==> config.mk <==
export PLATFORM = sky130hd
export DESIGN_NAME = hex_keypad_calculator_flat
export DESIGN_NICKNAME = d
export VERILOG_FILES = /design/src/hw/rtl/hkc_pkg.sv /design/src/hw/rtl/hkc_req_if.sv /design/src/hw/rtl/hkc_rsp_if.sv /design/src/hw/rtl/hex_keypad_calculator.sv /design/src/hw/rtl/hkc_front.sv /design/src/hw/rtl/hkc_queue.sv /design/src/hw/rtl/hkc_div.sv /design/src/hw/rtl/hkc_back.sv /design/src/flat_wrapper.sv
export VERILOG_INCLUDE_DIRS = /design/src /design/src/hw/rtl
export SDC_FILE = /design/constraint.sdc
export NUM_CORES = 2
export LEC_CHECK = 0
export ABC_AREA = 1
export BUFFER_PORTS_ARGS = -buffer_cell sky130_fd_sc_hd__buf_2
export CORE_ASPECT_RATIO = 2
export CORE_MARGIN = 2
export CORE_UTILIZATION = 40
export CTS_BUF_LIST = sky130_fd_sc_hd__clkbuf_2 sky130_fd_sc_hd__clkbuf_4 sky130_fd_sc_hd__clkbuf_8
export DETAILED_ROUTE_END_ITERATION = 6
export PLACE_DENSITY = 0.54
export SETUP_SLACK_MARGIN = 0.02
export SYNTH_ARGS = -nofsm -noshare
export SYNTH_HDL_FRONTEND = slang
export SYNTH_SLANG_ARGS = --single-unit
==> constraint.sdc <==
create_clock -name clock -period 9.3 [get_ports clock]
set_input_delay 0.93 -clock clock [delete_from_list [all_inputs] [get_ports clock]]
set_output_delay 0.93 -clock clock [all_outputs]
set_load 0.05 [all_outputs]
==> src/hw/rtl/assert_macros.svh <==
// ----------------------------------------------------------------------------
// assert_macros.svh
// Assertion macros shared by the keypad calculator RTL.
// ----------------------------------------------------------------------------
`ifndef ASSERT_MACROS_SVH
`define ASSERT_MACROS_SVH
`ifndef SYNTHESIS
`define HKC_ASSERT(label, clk, rst, prop) \
   label: assert property (@(posedge clk) disable iff (rst) prop) \
      else $error("hkc assertion failed");
`define HKC_ASSERT_NEXT(label, clk, rst, ante, cons) \
   label: assert property (@(posedge clk) disable iff (rst) (ante) |=> (cons)) \
      else $error("hkc assertion failed");
`else
`define HKC_ASSERT(label, clk, rst, prop)
`define HKC_ASSERT_NEXT(label, clk, rst, ante, cons)
`endif
`endif

==> src/hw/rtl/hkc_pkg.sv <==
// ----------------------------------------------------------------------------
// hkc_pkg
// Types, codes and constants of the hex keypad calculator.
// ----------------------------------------------------------------------------
package hkc_pkg;

   localparam int DATA_W          = 32;
   localparam int KIND_W          = 2;
   localparam int KEY_W           = 8;
   localparam int UNIT_W          = 4;
   localparam int STEP_W          = $clog2(DATA_W);
   localparam int QUEUE_DEPTH_DEF = 2;

   localparam logic [DATA_W-1:0] DIGIT_LIMIT = 32'h0FFF_FFFF;
   localparam logic [DATA_W-1:0] ALL_ONES    = 32'hFFFF_FFFF;

   localparam logic [KEY_W-1:0] CHR_PLUS  = 8'h2B;
   localparam logic [KEY_W-1:0] CHR_MINUS = 8'h2D;
   localparam logic [KEY_W-1:0] CHR_STAR  = 8'h2A;
   localparam logic [KEY_W-1:0] CHR_SLASH = 8'h2F;
   localparam logic [KEY_W-1:0] CHR_PCT   = 8'h25;
   localparam logic [KEY_W-1:0] CHR_EQU   = 8'h3D;
   localparam logic [KEY_W-1:0] CHR_AMP   = 8'h26;
   localparam logic [KEY_W-1:0] CHR_BAR   = 8'h7C;
   localparam logic [KEY_W-1:0] CHR_CARET = 8'h5E;
   localparam logic [KEY_W-1:0] CHR_GT    = 8'h3E;
   localparam logic [KEY_W-1:0] CHR_LT    = 8'h3C;

   typedef enum logic [KIND_W-1:0] {
      KIND_DIGIT = 2'd0,
      KIND_BACK  = 2'd1,
      KIND_CLEAR = 2'd2,
      KIND_OPER  = 2'd3
   } key_kind_type;

   typedef enum logic [3:0] {
      OP_ADD = 4'd0,
      OP_SUB = 4'd1,
      OP_MUL = 4'd2,
      OP_DIV = 4'd3,
      OP_MOD = 4'd4,
      OP_AND = 4'd5,
      OP_OR  = 4'd6,
      OP_XOR = 4'd7,
      OP_SHR = 4'd8,
      OP_SHL = 4'd9,
      OP_EQU = 4'd10
   } op_type;

   typedef struct packed {
      key_kind_type        kind;
      logic [UNIT_W-1:0]   unit;
      op_type              op;
   } cmd_type;

   typedef struct packed {
      logic                start;
      logic                is_mod;
      logic [DATA_W-1:0]   dividend;
      logic [DATA_W-1:0]   divisor;
   } div_req_type;

   typedef struct packed {
      logic                done;
      logic [DATA_W-1:0]   result;
   } div_rsp_type;

   typedef struct packed {
      logic                full;
      logic                empty;
   } q_stat_type;

endpackage

==> src/hw/rtl/hkc_req_if.sv <==
// ----------------------------------------------------------------------------
// hkc_req_if
// Key request channel: valid/ready handshake with the classified key.
// ----------------------------------------------------------------------------
interface hkc_req_if;
   import hkc_pkg::*;

   logic               valid;
   logic               ready;
   logic [KIND_W-1:0]  kind;
   logic [KEY_W-1:0]   key_value;

   modport source (output valid, output kind, output key_value, input ready);
   modport sink   (input valid, input kind, input key_value, output ready);
endinterface

==> src/hw/rtl/hkc_rsp_if.sv <==
// ----------------------------------------------------------------------------
// hkc_rsp_if
// Display response channel: valid/ready handshake with the display result.
// ----------------------------------------------------------------------------
interface hkc_rsp_if;
   import hkc_pkg::*;

   logic               valid;
   logic               ready;
   logic [DATA_W-1:0]  display_value;
   logic               display_update;
   logic               entry_warning;

   modport source (output valid, output display_value, output display_update,
                   output entry_warning, input ready);
   modport sink   (input valid, input display_value, input display_update,
                   input entry_warning, output ready);
endinterface

==> src/hw/rtl/hex_keypad_calculator.sv <==
// ----------------------------------------------------------------------------
// hex_keypad_calculator
// Hexadecimal calculator driven by classified key presses.
// ----------------------------------------------------------------------------
// Each accepted key request yields exactly one display response. Requests are
// classified and queued, so the request side keeps accepting until the queue
// is full while a response waits on the display side. Digit, backspace, clear
// and every operator that needs no division are executed from the queue head
// into the registered response once the previous response has been taken. An
// operator key whose pending operation is / or % with a nonzero divisor runs
// the shared radix-2 divider, one quotient bit per cycle, and no further key
// leaves the queue until the divider is done.
module hex_keypad_calculator #(
   parameter int QUEUE_DEPTH = hkc_pkg::QUEUE_DEPTH_DEF
) (
   input  logic      clock,
   input  logic      reset,
   hkc_req_if.sink   req_chan,
   hkc_rsp_if.source rsp_chan
);
   import hkc_pkg::*;

   q_stat_type q_stat;
   cmd_type    q_cmd;
   cmd_type    q_head;
   logic       q_push;
   logic       q_pop;

   hkc_front u_front (
      .req_chan (req_chan),
      .q_stat   (q_stat),
      .q_push   (q_push),
      .q_cmd    (q_cmd)
   );

   hkc_queue #(
      .DEPTH (QUEUE_DEPTH)
   ) u_queue (
      .clock  (clock),
      .reset  (reset),
      .q_push (q_push),
      .q_cmd  (q_cmd),
      .q_pop  (q_pop),
      .q_stat (q_stat),
      .q_head (q_head)
   );

   hkc_back u_back (
      .clock    (clock),
      .reset    (reset),
      .q_stat   (q_stat),
      .q_head   (q_head),
      .q_pop    (q_pop),
      .rsp_chan (rsp_chan)
   );

endmodule

==> src/hw/rtl/hkc_front.sv <==
// ----------------------------------------------------------------------------
// hkc_front
// Accept key requests and classify them into execute commands.
// ----------------------------------------------------------------------------
module hkc_front (
   hkc_req_if.sink             req_chan,
   input  hkc_pkg::q_stat_type q_stat,
   output logic                q_push,
   output hkc_pkg::cmd_type    q_cmd
);
   import hkc_pkg::*;

   op_type op;

   always_comb begin
      case (req_chan.key_value)
         CHR_PLUS:  op = OP_ADD;
         CHR_MINUS: op = OP_SUB;
         CHR_STAR:  op = OP_MUL;
         CHR_SLASH: op = OP_DIV;
         CHR_PCT:   op = OP_MOD;
         CHR_AMP:   op = OP_AND;
         CHR_BAR:   op = OP_OR;
         CHR_CARET: op = OP_XOR;
         CHR_GT:    op = OP_SHR;
         CHR_LT:    op = OP_SHL;
         default:   op = OP_EQU;
      endcase
   end

   assign req_chan.ready = !q_stat.full;
   assign q_push         = req_chan.valid && !q_stat.full;
   assign q_cmd.kind     = key_kind_type'(req_chan.kind);
   assign q_cmd.unit     = req_chan.key_value[UNIT_W-1:0];
   assign q_cmd.op       = op;

endmodule

==> src/hw/rtl/hkc_queue.sv <==
// ----------------------------------------------------------------------------
// hkc_queue
// Short command queue between the classify front and the execute back.
// ----------------------------------------------------------------------------
`include "assert_macros.svh"

module hkc_queue #(
   parameter int DEPTH = hkc_pkg::QUEUE_DEPTH_DEF
) (
   input  logic                clock,
   input  logic                reset,
   input  logic                q_push,
   input  hkc_pkg::cmd_type    q_cmd,
   input  logic                q_pop,
   output hkc_pkg::q_stat_type q_stat,
   output hkc_pkg::cmd_type    q_head
);
   import hkc_pkg::*;

   localparam int PTR_W = $clog2(DEPTH);
   localparam int CNT_W = $clog2(DEPTH + 1);

   cmd_type            mem_ff [DEPTH];
   logic [PTR_W-1:0]   wr_ptr_ff, wr_ptr_in;
   logic [PTR_W-1:0]   rd_ptr_ff, rd_ptr_in;
   logic [CNT_W-1:0]   count_ff, count_in;
   logic               do_push, do_pop;

   assign q_stat.full  = (count_ff == CNT_W'(DEPTH));
   assign q_stat.empty = (count_ff == '0);
   assign do_push      = q_push && !q_stat.full;
   assign do_pop       = q_pop && !q_stat.empty;
   assign q_head       = mem_ff[rd_ptr_ff];

   always_comb begin
      wr_ptr_in = wr_ptr_ff;
      rd_ptr_in = rd_ptr_ff;
      count_in  = count_ff;
      if (do_push) begin
         wr_ptr_in = (wr_ptr_ff == PTR_W'(DEPTH - 1)) ? '0 : wr_ptr_ff + 1'b1;
      end
      if (do_pop) begin
         rd_ptr_in = (rd_ptr_ff == PTR_W'(DEPTH - 1)) ? '0 : rd_ptr_ff + 1'b1;
      end
      if (do_push && !do_pop) begin
         count_in = count_ff + 1'b1;
      end else if (do_pop && !do_push) begin
         count_in = count_ff - 1'b1;
      end
   end

   always_ff @(posedge clock) begin
      if (reset) begin
         wr_ptr_ff <= '0;
         rd_ptr_ff <= '0;
         count_ff  <= '0;
      end else begin
         wr_ptr_ff <= wr_ptr_in;
         rd_ptr_ff <= rd_ptr_in;
         count_ff  <= count_in;
      end
   end

   always_ff @(posedge clock) begin
      if (do_push) begin
         mem_ff[wr_ptr_ff] <= q_cmd;
      end
   end

   `HKC_ASSERT(a_q_count_bound, clock, reset, count_ff <= CNT_W'(DEPTH))

endmodule

==> src/hw/rtl/hkc_div.sv <==
// ----------------------------------------------------------------------------
// hkc_div
// Signed 32-bit divide and modulo, one quotient bit per cycle.
// ----------------------------------------------------------------------------
`include "assert_macros.svh"

module hkc_div (
   input  logic                 clock,
   input  logic                 reset,
   input  hkc_pkg::div_req_type div_req,
   output hkc_pkg::div_rsp_type div_rsp
);
   import hkc_pkg::*;

   logic                busy_ff, busy_in;
   logic                done_ff, done_in;
   logic [STEP_W-1:0]   step_ff, step_in;
   logic [DATA_W-1:0]   rem_ff, rem_in;
   logic [DATA_W-1:0]   quo_ff, quo_in;
   logic [DATA_W-1:0]   dsr_ff, dsr_in;
   logic                is_mod_ff, is_mod_in;
   logic                neg_q_ff, neg_q_in;
   logic                neg_r_ff, neg_r_in;
   logic [DATA_W:0]     trial;
   logic [DATA_W-1:0]   mag_a, mag_b;

   assign mag_a = div_req.dividend[DATA_W-1] ? (~div_req.dividend + 1'b1)
                                             : div_req.dividend;
   assign mag_b = div_req.divisor[DATA_W-1]  ? (~div_req.divisor + 1'b1)
                                             : div_req.divisor;
   assign trial = {rem_ff, quo_ff[DATA_W-1]} - {1'b0, dsr_ff};

   always_comb begin
      busy_in   = busy_ff;
      done_in   = 1'b0;
      step_in   = step_ff;
      rem_in    = rem_ff;
      quo_in    = quo_ff;
      dsr_in    = dsr_ff;
      is_mod_in = is_mod_ff;
      neg_q_in  = neg_q_ff;
      neg_r_in  = neg_r_ff;
      if (div_req.start) begin
         busy_in   = 1'b1;
         step_in   = STEP_W'(DATA_W - 1);
         rem_in    = '0;
         quo_in    = mag_a;
         dsr_in    = mag_b;
         is_mod_in = div_req.is_mod;
         neg_q_in  = div_req.dividend[DATA_W-1] ^ div_req.divisor[DATA_W-1];
         neg_r_in  = div_req.dividend[DATA_W-1];
      end else if (busy_ff) begin
         if (!trial[DATA_W]) begin
            rem_in = trial[DATA_W-1:0];
            quo_in = {quo_ff[DATA_W-2:0], 1'b1};
         end else begin
            rem_in = {rem_ff[DATA_W-2:0], quo_ff[DATA_W-1]};
            quo_in = {quo_ff[DATA_W-2:0], 1'b0};
         end
         step_in = step_ff - 1'b1;
         if (step_ff == '0) begin
            busy_in = 1'b0;
            done_in = 1'b1;
         end
      end
   end

   always_ff @(posedge clock) begin
      if (reset) begin
         busy_ff <= 1'b0;
         done_ff <= 1'b0;
      end else begin
         busy_ff <= busy_in;
         done_ff <= done_in;
      end
   end

   always_ff @(posedge clock) begin
      step_ff   <= step_in;
      rem_ff    <= rem_in;
      quo_ff    <= quo_in;
      dsr_ff    <= dsr_in;
      is_mod_ff <= is_mod_in;
      neg_q_ff  <= neg_q_in;
      neg_r_ff  <= neg_r_in;
   end

   assign div_rsp.done   = done_ff;
   assign div_rsp.result = is_mod_ff ? (neg_r_ff ? (~rem_ff + 1'b1) : rem_ff)
                                     : (neg_q_ff ? (~quo_ff + 1'b1) : quo_ff);

   `HKC_ASSERT(a_div_no_restart, clock, reset, busy_ff |-> !div_req.start)
   `HKC_ASSERT_NEXT(a_div_done_pulse, clock, reset, done_ff, !done_ff)

endmodule

==> src/hw/rtl/hkc_back.sv <==
// ----------------------------------------------------------------------------
// hkc_back
// Execute key commands on the calculator state and register the display result.
// ----------------------------------------------------------------------------
`include "assert_macros.svh"

module hkc_back (
   input  logic                clock,
   input  logic                reset,
   input  hkc_pkg::q_stat_type q_stat,
   input  hkc_pkg::cmd_type    q_head,
   output logic                q_pop,
   hkc_rsp_if.source           rsp_chan
);
   import hkc_pkg::*;

   typedef enum logic [1:0] {
      ST_IDLE = 2'b01,
      ST_DIV  = 2'b10
   } back_state_type;

   back_state_type      state_ff, state_in;
   logic [DATA_W-1:0]   entry_ff, entry_in;
   logic [DATA_W-1:0]   first_ff, first_in;
   logic                new_ff, new_in;
   op_type              pend_ff, pend_in;
   logic                rsp_valid_ff, rsp_valid_in;
   logic [DATA_W-1:0]   disp_ff, disp_in;
   logic                upd_ff, upd_in;
   logic                warn_ff, warn_in;
   logic [DATA_W-1:0]   calc;
   logic [DATA_W-1:0]   back16;
   logic [DATA_W-1:0]   base;
   logic                digit_ok;
   logic                div_op;
   div_req_type         div_req;
   div_rsp_type         div_rsp;

   hkc_div u_div (
      .clock   (clock),
      .reset   (reset),
      .div_req (div_req),
      .div_rsp (div_rsp)
   );

   always_comb begin
      case (pend_ff)
         OP_ADD:  calc = first_ff + entry_ff;
         OP_SUB:  calc = first_ff - entry_ff;
         OP_MUL:  calc = first_ff * entry_ff;
         OP_DIV:  calc = ALL_ONES;
         OP_MOD:  calc = ALL_ONES;
         OP_AND:  calc = first_ff & entry_ff;
         OP_OR:   calc = first_ff | entry_ff;
         OP_XOR:  calc = first_ff ^ entry_ff;
         OP_SHR:  calc = $unsigned($signed(first_ff) >>> entry_ff[STEP_W-1:0]);
         OP_SHL:  calc = first_ff << entry_ff[STEP_W-1:0];
         default: calc = entry_ff;
      endcase
   end

   assign div_op   = ((pend_ff == OP_DIV) || (pend_ff == OP_MOD)) && (entry_ff != '0);
   assign back16   = entry_ff[DATA_W-1] ? $unsigned($signed(entry_ff + 32'd15) >>> 4)
                                        : (entry_ff >> 4);
   assign base     = new_ff ? '0 : entry_ff;
   assign digit_ok = (base < DIGIT_LIMIT) || ((base == DIGIT_LIMIT) && (q_head.unit == '0));

   always_comb begin
      state_in     = state_ff;
      entry_in     = entry_ff;
      first_in     = first_ff;
      new_in       = new_ff;
      pend_in      = pend_ff;
      rsp_valid_in = rsp_valid_ff && !rsp_chan.ready;
      disp_in      = disp_ff;
      upd_in       = upd_ff;
      warn_in      = warn_ff;
      q_pop        = 1'b0;
      div_req      = '0;
      case (state_ff)
         ST_IDLE: begin
            if (!q_stat.empty && (!rsp_valid_ff || rsp_chan.ready)) begin
               q_pop        = 1'b1;
               rsp_valid_in = 1'b1;
               upd_in       = 1'b1;
               warn_in      = 1'b0;
               case (q_head.kind)
                  KIND_DIGIT: begin
                     if (new_ff) begin
                        first_in = entry_ff;
                     end
                     new_in   = 1'b0;
                     entry_in = digit_ok ? {base[DATA_W-UNIT_W-1:0], q_head.unit} : base;
                     upd_in   = digit_ok;
                     warn_in  = !digit_ok;
                  end
                  KIND_BACK: begin
                     entry_in = back16;
                  end
                  KIND_CLEAR: begin
                     entry_in = '0;
                  end
                  KIND_OPER: begin
                     upd_in  = !new_ff;
                     new_in  = 1'b1;
                     pend_in = q_head.op;
                     if (!new_ff && div_op) begin
                        div_req.start    = 1'b1;
                        div_req.is_mod   = (pend_ff == OP_MOD);
                        div_req.dividend = first_ff;
                        div_req.divisor  = entry_ff;
                        rsp_valid_in     = 1'b0;
                        state_in         = ST_DIV;
                     end else if (!new_ff) begin
                        entry_in = calc;
                     end
                  end
                  default: begin
                     entry_in = entry_ff;
                  end
               endcase
               disp_in = entry_in;
            end
         end
         ST_DIV: begin
            if (div_rsp.done) begin
               entry_in     = div_rsp.result;
               disp_in      = div_rsp.result;
               upd_in       = 1'b1;
               warn_in      = 1'b0;
               rsp_valid_in = 1'b1;
               state_in     = ST_IDLE;
            end
         end
         default: begin
            state_in = ST_IDLE;
         end
      endcase
   end

   always_ff @(posedge clock) begin
      if (reset) begin
         state_ff     <= ST_IDLE;
         entry_ff     <= '0;
         first_ff     <= '0;
         new_ff       <= 1'b1;
         pend_ff      <= OP_EQU;
         rsp_valid_ff <= 1'b0;
      end else begin
         state_ff     <= state_in;
         entry_ff     <= entry_in;
         first_ff     <= first_in;
         new_ff       <= new_in;
         pend_ff      <= pend_in;
         rsp_valid_ff <= rsp_valid_in;
      end
   end

   always_ff @(posedge clock) begin
      disp_ff <= disp_in;
      upd_ff  <= upd_in;
      warn_ff <= warn_in;
   end

   assign rsp_chan.valid          = rsp_valid_ff;
   assign rsp_chan.display_value  = disp_ff;
   assign rsp_chan.display_update = upd_ff;
   assign rsp_chan.entry_warning  = warn_ff;

   `HKC_ASSERT(a_div_no_rsp, clock, reset, (state_ff == ST_DIV) |-> !rsp_valid_ff)
   `HKC_ASSERT(a_done_in_div, clock, reset, div_rsp.done |-> (state_ff == ST_DIV))

endmodule

==> src/flat_wrapper.sv <==
// flat-port wrapper written by rule: the top's interface ports become plain ports
module hex_keypad_calculator_flat import hkc_pkg::*;
#(
   parameter int QUEUE_DEPTH = hkc_pkg::QUEUE_DEPTH_DEF
)
  (clock, reset, req_chan_valid, req_chan_kind, req_chan_key_value, req_chan_ready, rsp_chan_valid, rsp_chan_display_value, rsp_chan_display_update, rsp_chan_entry_warning, rsp_chan_ready);
  hkc_req_if req_chan_i ();
  hkc_rsp_if rsp_chan_i ();
  input  logic clock;
  input  logic reset;
  input wire logic [$bits(req_chan_i.valid)-1:0] req_chan_valid;
  input wire logic [$bits(req_chan_i.kind)-1:0] req_chan_kind;
  input wire logic [$bits(req_chan_i.key_value)-1:0] req_chan_key_value;
  output wire logic [$bits(req_chan_i.ready)-1:0] req_chan_ready;
  output wire logic [$bits(rsp_chan_i.valid)-1:0] rsp_chan_valid;
  output wire logic [$bits(rsp_chan_i.display_value)-1:0] rsp_chan_display_value;
  output wire logic [$bits(rsp_chan_i.display_update)-1:0] rsp_chan_display_update;
  output wire logic [$bits(rsp_chan_i.entry_warning)-1:0] rsp_chan_entry_warning;
  input wire logic [$bits(rsp_chan_i.ready)-1:0] rsp_chan_ready;
  assign req_chan_i.valid = req_chan_valid;
  assign req_chan_i.kind = req_chan_kind;
  assign req_chan_i.key_value = req_chan_key_value;
  assign req_chan_ready = req_chan_i.ready;
  assign rsp_chan_valid = rsp_chan_i.valid;
  assign rsp_chan_display_value = rsp_chan_i.display_value;
  assign rsp_chan_display_update = rsp_chan_i.display_update;
  assign rsp_chan_entry_warning = rsp_chan_i.entry_warning;
  assign rsp_chan_i.ready = rsp_chan_ready;
  hex_keypad_calculator #(.QUEUE_DEPTH(QUEUE_DEPTH)) u_core (.clock(clock), .reset(reset), .req_chan(req_chan_i), .rsp_chan(rsp_chan_i));
endmodule
---- Word level (Yosys, flattened, before mapping) ----
Memory sizes are Yosys's and may differ from the RTL's. A register that Yosys moved wholly into a read port is not among the register bits.
Index checks and enable logic that the tools add are counted.
operators by class
  reduce and logical (&&, ||, !) cells .... 39
  muxes and demuxes ....................... 57
  magnitude comparators ................... 1
  $add $sub $neg .......................... 13
  eq/ne operators ......................... 30
  $mul .................................... 1
  shift operators ......................... 2
  bitwise logic cells ..................... 9
operators with widths
  kind                   count
  $mux 32                14
  $pmux 32 s9            1
  $mux 66                4
  $add 32x1->32 const B  4
  $not 32->32            4
  $pmux 32 s4            1
  $eq 8x6->1 const B     8
  $pmux 32 s2            1
  $pmux 4 s10            1
  $sub 33x32->33         1
  $add 32x32->32         1
  $add 32x4->32 const B  1
  $and 32x32->32         1
  $eq 32x28->1 const B   1
  $lt 32x28->1 const B   1
  $mul 32x32->32         1
  $or 32x32->32          1
  $reduce_bool 32->1     1
  $shl 32x5->32          1
  $sshr 32x5->32         1
  $sub 32x32->32         1
  $xor 32x32->32         1
  $mux 31                1
  $mux 1                 22
  other kinds (29)       78
word-level totals
  logic and storage cells ................. 175
  output and inout bits ................... 36
  RAM bits ................................ 20
  flip-flop bits (word level) ............. 216
  memories kept ........................... 1
  input bits .............................. 14
memory list
  name                   depth  bits a word  rd ports  clocked after memory_dff  write ports  RTL line         source
  u_core.u_queue.mem_ff  2      10           1         1                         1            hkc_queue.sv:23  cmd_type mem_ff [DEPTH];

---- Logic depth before layout (Yosys ltp) ----
  word-level depth ........................ 12
  mapped depth ............................ 46
  depth with buffers taken out ............ 43

---- Cells and area by module ----
From an unflattened synthesis, not the netlist that was laid out.
unflattened totals
  cells, all modules ...................... 6,672
  area total of the unflattened synthesis .. 42,960.0 um^2
by module, submodules not included
  module     area each (um^2)  cells an instance  instances
  hkc_back   31,257.5          4,803              1
  hkc_div    10,436.3          1,739              1
  hkc_queue  970.9             68                 1
  hkc_front  295.3             62                 1

---- Least setup slack after synthesis ----
OpenSTA, ideal clock, no wires.
  path kind ............................... register to register
  from .................................... reg u_core.u_back.entry_ff[2]
  to ...................................... reg u_core.u_back.disp_ff[31] (netlist: u_core.u_back.rsp_chan.display_value[31]), data pin
  slack ................................... 1,717 ps
  required time ........................... 9,049 ps
  stages on the path, launching flop included .. 38
  arrival time ............................ 7,332 ps
  setup time .............................. 251 ps
  path buffers ............................ 5
  path through ............................ dfxtp_1 buf_6 clkbuf_1 clkbuf_1 clkbuf_1 buf_1 nand2_1 fa_1 inv_1 fa_1 inv_1 fa_1 inv_1 fa_1 fa_1 inv_1 fa_1 inv_1 [... 2 more ...] ha_1 inv_1 nor3_1 nand2_1 nor4_1 nand2_1 inv_1 nor2_1 inv_1 nand3_1 nand3_1 nand2_1 nand2_1 nand2_1 nand2_1 nand2_1 nand2_1 inv_1
between the ends
  word-level cells in the longest chain between the ends .. 8
  elaborated cells between the ends (all ways) .. 22
  those cells by class .................... add/sub: 3; mul: 1; order compare: 1; eq/ne: 1; shift: 2; mux: 9; reduce/logical: 5
ends and longest elaborated chain
  element                                                                 RTL line         source
  from (decl)                                                             hkc_back.sv:23   logic [DATA_W-1:0] entry_ff, entry_in;
  from (signal assigned)                                                  hkc_back.sv:151  entry_ff <= entry_in;
  parallel branches: the longest is 5 deep, another holds $mul 32x32->32  --
  $pmux 32 s4 *                                                           hkc_back.sv:87   case (q_head.kind)
  $mux 32 *                                                               hkc_back.sv:82   if (!q_stat.empty && (!rsp_valid_ff || rsp_chan.ready)) begin
  $pmux 32 s2 *                                                           hkc_back.sv:80   case (state_ff)
  via u_core.u_back.disp_in[31]                                           hkc_back.sv:28   logic [DATA_W-1:0] disp_ff, disp_in;
  to (signal assigned)                                                    hkc_back.sv:160  disp_ff <= disp_in;
  to (decl)                                                               hkc_back.sv:28
Mark *: on every way through the listed nets, which the timed path passes. The select of a mux whose other input is x is not followed.
A chain may end at the register's enable or synchronous reset.

---- Worst setup path after layout ----
  from .................................... reg u_core.u_back.entry_ff[14]
  to ...................................... reg u_core.u_back.disp_ff[29] (netlist: u_core.u_back.rsp_chan.display_value[29]), data pin
The elaborated chain is that of the path after synthesis.

==> summary.md <==
| Metric | Value |
|---|---|
| Status | finished, violations left |
| Failing checks | DRC, capacitance limit, slew limit |
| FF-to-FF setup slack | 0.21 ns |
| Proportion of synthesized area in mux cells | 0.002261 |
| Via-per-instance ratio | 5.948 |
| DR DRC count | 48 |
| Crit path max-delay family | adder cells |
| Final design utilization | 0.4312 |
| Max-cap violations | 2 |
| Mapped Cells | about 6300 |
| Layout cells sized above 1 | 0.06776 |
| Netlist cell types | 73 |
| Tcrit/Tclk final | 0.9778 |
| Synth Area in Compound Gates | 0.1526 |
| Largest net degree at the start of global routing | 91 |
| Row cnt | ~170 |
| Die W | between 200 and 250 um |
| # hold bufs at CTS | 0 |
| GRT Util Overall | 0.4531 |
| Setup CP Type | flip-flop to flip-flop |
| RR Endpoint | u_core.u_back.rsp_chan.display_value[29]$_DFFE_PP_ |
| TritonCTS Buffers | 42 |
| Sequential area share after synthesis | 0.1435 |
| Crit-path most repeated cell | fa_1 |
| First-pass GRT wire length | ~330000 um |
| Wire per inst | about 31 um |
| Initial DRT Pass Iterations | 7 |
| Skew-Pair Late Insertion Delay | 0.70 ns |
| Slowest CP cell | dfxtp_1 |
| 1st-iter DRT viols | around 4300 |
| Avg Inst Size Synth | about 6.6 um2 |
| Cell taking the most area after synthesis | fa_1 |
| Slew @ Worst Pin | 1.739 ns |
| Slew margin rel. | -0.1632 |
| Die Ht | 459.5 um |
| Full die area | between 100000 and 150000 um2 |
| Critical Path RT | a little under 10 ns |
| Setup TNS | 0 ns |
| Initial Util | 0.4021 |
| Final Hold Viols | 0 |
| Largest family of logic cells by synthesized area | adder cells |
| H-tree Lvls | 2 |
| Post-synthesis adder-cell area fraction | 0.2774 |
| Startpoint types | flip-flop |
| CP max stage delay | 0.93 ns |
| Syn-to-layout area delta | 7.247% |
| Antenna-violating nets left | 0 |
| Postcts setup bufs | 0 |
| I/O pin count | 50 |
| Crit path from | u_core.u_back.entry_ff[14]$_SDFFE_PP0P_ |
| Worst-path clk slew | roughly 0.06 ns |
| Crit. End Element | flip-flop |
| Worst hold path class | primary input to flip-flop |
| CTS tree | yes |
| Top area cells in the synthesized netlist | fa_1, nand2_1, inv_1 |
| Worst EP arrival | 9.54 ns |
| Asr flop ratio synth | 0 |
| Commonest non-fill, non-tap cell in the layout | nand2_1 |
| Commonest non-fill, non-tap cells in the layout | nand2_1, inv_1, nor2_1 |
| Termination of the worst setup path | u_core.u_back.rsp_chan.display_value[29]$_DFFE_PP_ |
| Port Buf Inserts | 49 |
| Longest Clk Path Bufs | 3 |
| Number of global-route vias before repair | ~46000 |
| R2R depth | 28 |
| Core area | slightly above 100000 um2 |
| Synthesis Warnings | 0 |
| Grt ovf | 0 |
| RR Startpoint | u_core.u_back.entry_ff[14]$_SDFFE_PP0P_ |
| Register bit total from synthesis | 237 |
| Resize count post-CTS | 0 |
| Final GP Congestion | approximately 1.1 |
| Top FF cell, synth | edfxtp_1 |
| Routed WL | 239800 um |
| Synth top area share | 0.1978 |
| Simple-Gate Fraction of Synth Area | 0.2622 |
| Synthesized cell area | 41500 um2 |
| Worst Skew | ~0.028 ns |
| Placed wire-length estimate | 187300 um |
| Initial antenna violation count | 38 |
| CP max FO | 11 |
| Max Fclk | between 100 and 150 MHz |
| Peak VDD IR | ~0.00017 V |
| Pwr Density | approximately 230 nW/um2 |
| Cell leakage power | around 24 nW |
| TritonCTS Sinks | around 240 |
| EDFF count, synth | approximately 120 |
| Max Slew Vio Count | 5 |
| Vias post-DR | 45571 |
| Root buf cell | clkbuf_8 |
| Cell count along the critical path | 28 |
| Nets | between 6000 and 7000 |
| Crit path buffers/inverters | 5 |
| Post-layout minimum cycle time | slightly above 9 ns |
| RSZ-0062 raised after global routing | false |
| Xor/xnor cell area share of the yosys netlist | 0.01794 |
| Final-report setup violation count | 0 |
| Post-Syn Nets | between 6000 and 7000 |
## sequential cells by signal, indices dropped and copies added, names as in the netlist, named ones only
register and flops:
u_core.u_queue.mem_ff 20, u_core.u_back.u_div.is_mod_ff 1, u_core.u_back.u_div.step_ff 5, u_core.u_back.u_div.neg_q_ff 1
u_core.u_queue.count_ff 2, u_core.u_back.entry_ff 32, u_core.u_queue.rd_ptr_ff 1, u_core.u_back.pend_ff 4
u_core.u_back.rsp_chan.valid 1, u_core.u_back.u_div.rem_ff 32, u_core.u_back.state_ff 2, u_core.u_back.u_div.dsr_ff 32
u_core.u_back.new_ff 1, u_core.u_back.u_div.neg_r_ff 1, u_core.u_back.rsp_chan.display_value 32, u_core.u_back.rsp_chan.entry_warning 1
u_core.u_back.u_div.quo_ff 32, u_core.u_queue.wr_ptr_ff 1, u_core.u_back.first_ff 32, u_core.u_back.u_div.busy_ff 1
u_core.u_back.rsp_chan.display_update 1, u_core.u_back.u_div.done_ff 1
## how the worst min path moves through the flow
stage,startpoint,end,slack [ns],cells past startpoint
2_1_floorplan,u_core.u_back.u_div.step_ff[4]$_SDFFE_PP1P_,u_core.u_back.u_div.done_ff$_SDFF_PP0_,0.44,1
3_3_place_gp,u_core.u_back.u_div.step_ff[4]$_SDFFE_PP1P_,u_core.u_back.u_div.done_ff$_SDFF_PP0_,0.47,1
3_5_place_dp,u_core.u_back.u_div.step_ff[4]$_SDFFE_PP1P_,u_core.u_back.u_div.done_ff$_SDFF_PP0_,0.47,1
4_1_cts,req_chan_kind[0],u_core.u_queue.mem_ff[0][8]$_DFFE_PP_,0.41,1
5_1_grt,req_chan_kind[0],u_core.u_queue.mem_ff[0][8]$_DFFE_PP_,0.43,1
6_report,req_chan_kind[1],u_core.u_queue.mem_ff[1][9]$_DFFE_PP_,0.43,1
## worst reg2reg max path, delay by kind of cell, from the launching register on
kind	cells	cell delay (ns)
AND/OR/NAND/NOR	10	2.15
flip-flops	1	0.93
buffers and inverters	5	0.66
AO/OA/AOI/OAI	4	0.83
adder cells (fa/ha/maj)	9	4.26
## routing by layer
layer	global-route usage	routed length, um	vias up
li1	-	-	19792
met1	0.4035	72140	21798
met2	0.7570	115500	2587
met3	0.1539	19820	1364
met4	0.4946	32120	30
met5	0.01399	237	-
## area by class of cell
| type | count | area [um2] |
|---|---|---|
| inverter | 1219 | 4582 |
| clock inverter | 19 | 165.2 |
| multi-input combinational | 4525 | 29670 |
| timing repair buffer | 230 | 1650 |
| sequential | 237 | 5979 |
| fill | 11252 | 58710 |
| clock buffer | 57 | 721.9 |
| antenna | 22 | 55.05 |
| tap | 1352 | 1692 |
## power by group
part	switching, mW	leakage [nW]	internal (mW)
combinational	5.42	21.1	1.77
clock	0.557	0.461	0.566
sequential	0.500	2.09	1.38
total	6.48	23.7	3.71
## stage by stage
step	hold WS, ns	cell area, um2	setup WS [ns]	cells	power (mW)
after global routing	0.4317	44470	0.1374	7644	10.54
after detailed placement	0.4651	43430	0.6146	7553	8.566
after floorplan	0.4413	41500	1.717	6310	5.612
final	0.4294	44510	0.2062	7661	10.19
after global placement	0.4684	43430	0.6050	7553	8.548
after CTS	0.4057	44320	0.6032	7629	9.712
## synth_stat cells, types with 7 or more instances
master	instances
a21o_1	8
o31ai_1	9
nand3b_1	13
fa_1	410
nand2_1	1597
o21a_1	18
o22ai_1	32
nor2_1	500
nor3_1	81
xor2_1	71
nand3_1	288
o2111ai_1	9
o21ai_0	482
buf_1	60
o21ai_1	17
clkinv_1	15
buf_6	7
o221ai_1	21
a31oi_1	9
edfxtp_1	121
a21oi_1	396
buf_2	63
dfxtp_1	116
ha_1	264
inv_2	18
nor2_2	15
clkbuf_1	192
or2_2	14
nor4_1	20
a211oi_1	22
nor3_2	8
a221oi_1	7
nand4_1	62
o211ai_1	46
o21bai_1	10
inv_1	1184
xnor2_1	14
## logic make-up after synthesis
| group | count (synthesis) |
|---|---|
| simple gates | 2625 |
| buf+inv | 1548 |
| compound gates | 1132 |
| fa+ha+maj | 674 |
| flops | 237 |
| xor+xnor | 85 |
| mux | 9 |
No activity file was read; power rests on OpenSTA's default activity.
